===== src/rtl/spq_ram.sv =====
// ----------------------------------------------------------------------------
// spq_ram
// Generic single write, single read RAM with registered read data.
// ----------------------------------------------------------------------------
`default_nettype none

module spq_ram #(
  parameter int unsigned WIDTH = 8,
  parameter int unsigned DEPTH = 256
) (
  input  wire logic                     clk_i,
  input  wire logic                     we_i,
  input  wire logic [$clog2(DEPTH)-1:0] waddr_i,
  input  wire logic [WIDTH-1:0]         wdata_i,
  input  wire logic [$clog2(DEPTH)-1:0] raddr_i,
  output logic      [WIDTH-1:0]         rdata_o
);

  logic [WIDTH-1:0] mem_q [DEPTH];

  always_ff @(posedge clk_i) begin
    if (we_i) begin
      mem_q[waddr_i] <= wdata_i;
    end
    rdata_o <= mem_q[raddr_i];
  end

endmodule

`default_nettype wire


===== config.mk =====
export PLATFORM = sky130hd
export DESIGN_NAME = spq_ram
export DESIGN_NICKNAME = d
export VERILOG_FILES = /design/src/rtl/spq_ram.sv
export SDC_FILE = /design/constraint.sdc
export NUM_CORES = 2
export LEC_CHECK = 0
export BUFFER_PORTS_ARGS = -buffer_cell sky130_fd_sc_hd__buf_2
export CAP_MARGIN = 10
export CORE_ASPECT_RATIO = 0.75
export CORE_MARGIN = 2
export CORE_UTILIZATION = 30
export DETAILED_ROUTE_END_ITERATION = 16
export GPL_TIMING_DRIVEN = 1
export SLEW_MARGIN = 25
export SYNTH_ARGS = -nofsm -noshare
export SYNTH_HDL_FRONTEND = slang
export SYNTH_SLANG_ARGS = --single-unit

===== constraint.sdc =====
create_clock -name clk_i -period 2.8 [get_ports clk_i]
set_clock_uncertainty 0.1 [all_clocks]
set_input_delay 0.84 -clock clk_i [delete_from_list [all_inputs] [get_ports clk_i]]
set_output_delay 0.84 -clock clk_i [all_outputs]
set_load 0.03 [all_outputs]

==> results.cfg <==
[hold_path]
hp-class = in -> reg

[run]
maxCapViolCount = 0

[logic_synthesis]
async_flop_share_pct = 0
yosysTopAreaCell = edfxtp_1
yosysTopAreaCellShare_pct = 77.3
ys_warn_count = 0
ys.flop_type = edfxtp_1
synth_commonest_cells = edfxtp_1, mux4_2, nor2_1
seq_area_frac_synth_pct = 77.5
ys_types = 55
netlist_area_sq_mm = 0.0796
syn_nets = 3759
synth-edff-count = 2048
yosys-top-cells-area = edfxtp_1, mux4_2, mux2i_1, nor2_1, a22oi_1
yosys.cell_count.top_type = edfxtp_1
postSynthCellCount = 3733
postSynthAreaPerCell_sq_um = 21.3
synth_seq_cells = 2056

[status]
status = finished with violations
violations = negative setup slack

[global_route]
grt_max_degree = 80
grt_pass1_vias = 41016
antenna_found_initial = 19
grt-ovfl-total = 0
grt_pass1_wl_um = 303000
gr-usage-all-layers_pct = 15.6

[worst_setup_path]
crit_required_ps = 3400
cp.arrival_ps = 3430
setup.worst_path.end_class = register
startpoint_type = input port
worstSetupPathType = in -> reg
crit_fanout = 16

[sta]
slew_headroom_pct = 41.2
max_freq_mhz = 354
post-route-period-util_pct = 101
finalCriticalPeriod_ps = 2830
final-setup-viol-count = 2
final.setup.worst_slack_ps = -27.2
tightest_slew_ps = 878
drv_slew = 0
finalHoldViolCount = 0

[final_layout]
syn2layout_area_growth_pct = 20.2
multiInputGateArea_sq_mm = 0.0166
register_area_sq_mm = 0.0617
fillCellCount = 24230
fin_nets = 4501
layout-drive-gt1-share_pct = 33.1

[clock_tree]
cts_inserted_buffers = 188
ctsRootBufferMaster = clkbuf_16
cts_tree = done
cts_hold_buffers = 0
post_cts_buffers = 0
clk_latency_ps = 860
htree_levels = 4
clkTransAtPathRegs_ps = 60
cts.sinks = 2056
cts_buffer_depth = 4

[die]
rows = 163
die_h_um = 450
io_pins = 34
floorplan.initialDensity_pct = 30.2
design.core.area_sq_mm = 0.263
fp.dieW_um = 599
die-area_sq_mm = 0.269

[detailed_routing]
drtIter0Drc = 5900
first_pass_iters = 5
wl_um = 214000
routedWlPerCell_um = 26.2
viasPerCell = 5.07
vias = 41413
drc = 0
ant_nets = 0

[power]
p_per_area_mw_per_mm2 = 658
p_total_w = 0.0630
max-vdd-ir-drop_mv = 0.559
leakagePower_nw = 30.5

[placement]
port_buffers = 33
place_ws_ps = -1200
dp_hpwl_um = 141000
gp_congestion = 0.855
-- through the flow --
step	hold slack (ps)	area (sq um)	TNS, ps	utilization, %	cells
after floorplan	670	79700	-6.77	-	3733
after global placement	1040	89700	-7200	34.0	7832
after detailed placement	996	89700	-7250	34.0	7832
after CTS	273	95600	0	36.3	8161
after global routing	291	95600	-17.4	36.3	8164
final	322	95600	-33.2	36.3	8165
-- metal layers --
metal,wire length [um],track usage (%),vias up
li1,-,-,17195
met1,93100,23.1,21943
met2,91900,22.2,2017
met3,24600,5.08,258
met4,4060,3.34,0
met5,0,0,-
-- registers in the layout, indices dropped and copies added, names as in the netlist --
name and cells:
mem_q 2048, rdata_o 8
-- report_power, final --
part           switching [W]  leakage, nW  internal, W
logic                0.00227         9.22      0.00151
clock network         0.0112         2.84       0.0140
registers          0.0000583         18.5       0.0339
-- logic make-up (layout without fill, tap and decap cells) --
kind of cell | count (synthesis) | after routing | synth area share (%)
flip-flops | 2056 | 2056 | 77.5
multiplexers | 591 | 591 | 14.6
AND/OR/NAND/NOR | 466 | 466 | 2.63
AO/OA/AOI/OAI | 385 | 385 | 3.42
buffers and inverters | 235 | 1116 | 1.83
other | 0 | 4 | 0
-- layout make-up --
cell class / instances / share of cell area, %
timing repair buffer: 785 / 7.41
multi-input combinational: 1442 / 17.4
tap: 3547 / 4.64
antenna: 4 / 0.0105
clock buffer: 234 / 5.14
clock inverter: 95 / 0.943
inverter: 2 / 0.00785
sequential: 2056 / 64.5
-- timing repair --
action,in CTS,in global routing
gates resized for setup,8,12
pin swaps,0,2
hold endpoints to repair,0,0
setup endpoints to repair,5,7
-- cell usage in the layout, fill, tap and decap left out, drive strengths merged, types with 10 or more instances in the layout --
cell,n
nor4,27
nand4,10
o221ai,47
a211oi,16
a21oi,96
mux4,456
clkinv,72
mux2i,134
nor2b,31
edfxtp,2048
a22oi,133
o22ai,28
a221oi,14
o21ai,12
nand2,33
nor2,282
bufinv,17
nand3,34
nor3,22
buf,784
clkbuf,235
o211ai,10
-- final timing paths --
check                           slack, ps    startpoint      endpoint  cells past startpoint
worst max-delay path                  -30    raddr_i[0]    rdata_o[2]                      9
worst min-delay path                  320    wdata_i[5]  mem_q[67][5]                      1
worst max register to register         50  mem_q[85][1]    rdata_o[1]                      6
worst min register to register       1020  mem_q[51][0]    rdata_o[0]                      6
-- worst max-delay path, cell delays in order --
cell and delay (ps):
buf_8 140, buf_12 220, buf_4 220, mux4_2 550, a22oi_1 410, a21oi_1 260, nor4_2 520, buf_4 200
nor4_2 40
No activity file was read; power rests on OpenSTA's default activity.
