$ cat src/rtl/spq_pkg.sv
// ----------------------------------------------------------------------------
// spq_pkg
// Shared types and constants of the strict priority request queue.
// ----------------------------------------------------------------------------
`default_nettype none

package spq_pkg;

  localparam int unsigned CNT_W = 9;   // counts, depths and max_depth
  localparam int unsigned ID_W  = 8;   // request id field
  localparam int unsigned SEQ_W = 32;  // sequence number field
  localparam int unsigned CTX_W = 8;   // context tag field
  localparam int unsigned TYP_W = 4;   // request type field
  localparam int unsigned PRI_W = 3;   // priority field
  localparam int unsigned CMP_W = 11;  // width for id range compares

  // Request type codes
  typedef enum logic [TYP_W-1:0] {
    REQ_ENQ      = 4'd0,
    REQ_DEQ_HI   = 4'd1,
    REQ_DEQ_PRI  = 4'd2,
    REQ_REMOVE   = 4'd3,
    REQ_FIND_SEQ = 4'd4,
    REQ_FIND_CTX = 4'd5,
    REQ_CLEAR    = 4'd6,
    REQ_RST_PEAK = 4'd7,
    REQ_QUERY    = 4'd8
  } req_e;

  // Sequencer states
  typedef enum logic [3:0] {
    ST_IDLE,
    ST_EXEC,
    ST_ENQ_LINK,
    ST_UNL_RD,
    ST_UNL_WR,
    ST_FIND_LVL,
    ST_FIND_RD,
    ST_FIND_CMP,
    ST_DONE
  } state_e;

  // Key handed to the compare unit
  typedef struct packed {
    logic             by_ctx;
    logic [SEQ_W-1:0] seqno;
    logic [CTX_W-1:0] ctx;
  } match_req_t;

endpackage

`default_nettype wire

$ cat src/rtl/spq_match.sv
// ----------------------------------------------------------------------------
// spq_match
// Search compare unit: stored seqno or context tag against the search key.
// ----------------------------------------------------------------------------
`default_nettype none

module spq_match (
  input  wire spq_pkg::match_req_t             key_i,
  input  wire logic [spq_pkg::SEQ_W-1:0]       slot_seqno_i,
  input  wire logic [spq_pkg::CTX_W-1:0]       slot_ctx_i,
  output logic                                 hit_o
);

  import spq_pkg::*;

  // One compare per walk step, mode picked by the search type
  assign hit_o = key_i.by_ctx ? (slot_ctx_i == key_i.ctx) : (slot_seqno_i == key_i.seqno);

endmodule

`default_nettype wire

$ cat config.mk
export PLATFORM = sky130hd
export DESIGN_NAME = spq_match
export DESIGN_NICKNAME = d
export VERILOG_FILES = /design/src/rtl/spq_pkg.sv /design/src/rtl/spq_match.sv
export SDC_FILE = /design/constraint.sdc
export NUM_CORES = 1
export LEC_CHECK = 0
export BUFFER_PORTS_ARGS = -buffer_cell sky130_fd_sc_hd__buf_2
export CAP_MARGIN = 20
export CORE_MARGIN = 1.5
export CORE_UTILIZATION = 28
export DETAILED_ROUTE_END_ITERATION = 16
export PLACE_DENSITY = 0.95
export SYNTH_ARGS = -nofsm -noshare
export SYNTH_HDL_FRONTEND = slang
export SYNTH_SLANG_ARGS = --single-unit
$ cat constraint.sdc
create_clock -name vclk -period 1.1
set_input_delay 0.165 -clock vclk [all_inputs]
set_output_delay 0.165 -clock vclk [all_outputs]
set_load 0.01 [all_outputs]
==> metrics <==
status finished with violations; Yosys cell types 8; first-pass GRT wire length 2.256 mm; Worst path slowest cell nor4_2; Vias 709; Finish-stage setup viols 1; top cell type's share of synthesized area 61.71%; total track usage 14.83%; Worst IR Drop VDD 167.2 uV; Critical Path, Cell by Cell buf_6 -> xnor2_2 -> nand4_1 -> nor4_2 -> nand3_1 -> o41ai_2 -> buf_2; delay-heaviest family, CP simple AND/OR/NAND/NOR gates; Synth area leader xnor2_1; Synth-to-Final Area Change 105.0%; first drt pass iteration count 3; number of fillers in the final layout 145; most common cell after layout, fill and taps aside buf_2; share of layout cells above drive strength 1 63.50%; placer congestion estimate 0.6879; vias in the first global route 680; Die Height 43.28 microns; leak pwr 0.4594 nW; Crit Path Max Fanout 1; Hold-fix buffers, CTS 0; Final TNS setup -287.7 ps; minimum clock period 1388 ps; worst hold path startpoint key_i[40]; number of port buffers 82; ranking of synthesized cells by area xnor2_1 62%, xor2_1 15%, nand4_1 9.6%; row cnt 14; CP bufs+invs 2; sequential fraction of the synthesis area 0%; antenna violations before repair 0; clock share of power 0%; Starting DRT DRC Count 4; syn_area_per_cell 8.258 sq um; boundary pin count 82; WP data required 940 ps; DRT antenna net count 0; Hold WC Path Type in2out; Seq Cell Count 0; critical path launch point type input port; sw frac 36.19%; max-slew violations 0; Slew @ Worst Pin 228.7 ps; Nets 220; die width 43.28 microns; crit-path max cell delay 310 ps; power share of the sequential group 0%; Post CTS Setup Buffer Count 0; DP Worst Slack -335.6 ps; wire per inst 10.01 microns; setup ws final -287.7 ps; vias per inst 4.634; switching power 119.6 uW; Tcrit/Tclk final 126.2%; Mapped Cells 55; Fmax 720.6 MHz; Final Hold Vio Count 0; CLK BUF 0; Pwr per Cell Area 355.0 nW/um^2; die area 1873 sq um; antenna fix cells 0; initial core utilization 30.15%; global route total overflow 0; max-cap violations 0; capturing element type of the critical path output pin; Worst EP arrival 1220 ps; Core ar. 1506 sq um; Pwr Total 330.5 uW; Synthesized Nets 136; pin count of the biggest net entering global routing 3; Crit Path Class in2out; Internal 210.9 uW; crit path launch slot_seqno_i[0]; Logic pwr share 100.0%; final core occ 61.79%; routed wire length 1.532 mm; Mapped Area 454.2 sq um; Sequential Area 0 sq um; hpwl dp 1.467 mm; RSZ-0062 raised after global routing true; failing checks setup timing; commonest cells after routing, fill and taps aside 78 x buf_2, 30 x xnor2_1, 8 x xor2_1, 7 x nand4_1, 4 x buf_6; # DRC 0; Slew Limit Headroom 84.62%; Ys Warns 0
[tightest hold or removal path, delay by kind of cell]
family,cells,cell delay (ps)
AOI/OAI and AO/OA,1,60
buffers and inverters,2,230
and+or+nand+nor,1,80
[area by class of cell]
| type | count | area, sq um | share of cell area (%) |
|---|---|---|---|
| Multi-Input combinational cell | 55 | 475.5 | 51.08 |
| Timing Repair Buffer | 82 | 435.4 | 46.77 |
| Tap cell | 16 | 20.02 | 2.151 |
[path summary, 6_finish.rpt]
kind,slack [ps],end,cells after the start
setup / recovery,-290,hit_o,7
hold / removal,700,hit_o,4
[routing by layer]
layer,global-route usage [%],wire length (microns)
met1,11.14,394
met5,0,0
met3,1.277,145
met4,2.424,8
met2,36.12,983
[kinds of logic after synthesis]
family	count (synthesis)	synth area share, %
AO/OA/AOI/OAI	1	3.582
AND/OR/NAND/NOR	14	19.28
XOR/XNOR	40	77.14
[synth_stat cells]
| master | n |
|---|---|
| o41ai_2 | 1 |
| nor4_2 | 1 |
| nand3_1 | 3 |
| xnor2_1 | 32 |
| xor2_1 | 8 |
| nor4_1 | 1 |
| nand4_1 | 7 |
| nor3_1 | 2 |
[per-stage QoR]
stage	instance area (sq um)	hold slack (ps)	cells
4_1_cts	890.9	702.8	153
5_1_grt	930.9	722.6	153
2_1_floorplan	454.2	466.4	55
3_3_place_gp	884.6	695.2	153
3_5_place_dp	884.6	702.8	153
6_report	930.9	698.5	153
[what timing repair did]
action	4_1_cts	5_1_grt
endpoints found under the setup margin	1	1
gates resized for setup	1	6
pin swaps	1	7
hold endpoints to repair	0	0
[power by group through the flow]
stage / sequential (mW) / combinational, mW / clock, mW
floorplan: 0 / 0.138 / 0
global placement: 0 / 0.301 / 0
detailed placement: 0 / 0.316 / 0
CTS: 0 / 0.319 / 0
global route: 0 / 0.360 / 0
finish: 0 / 0.330 / 0
No activity file was read; power rests on OpenSTA's default activity.
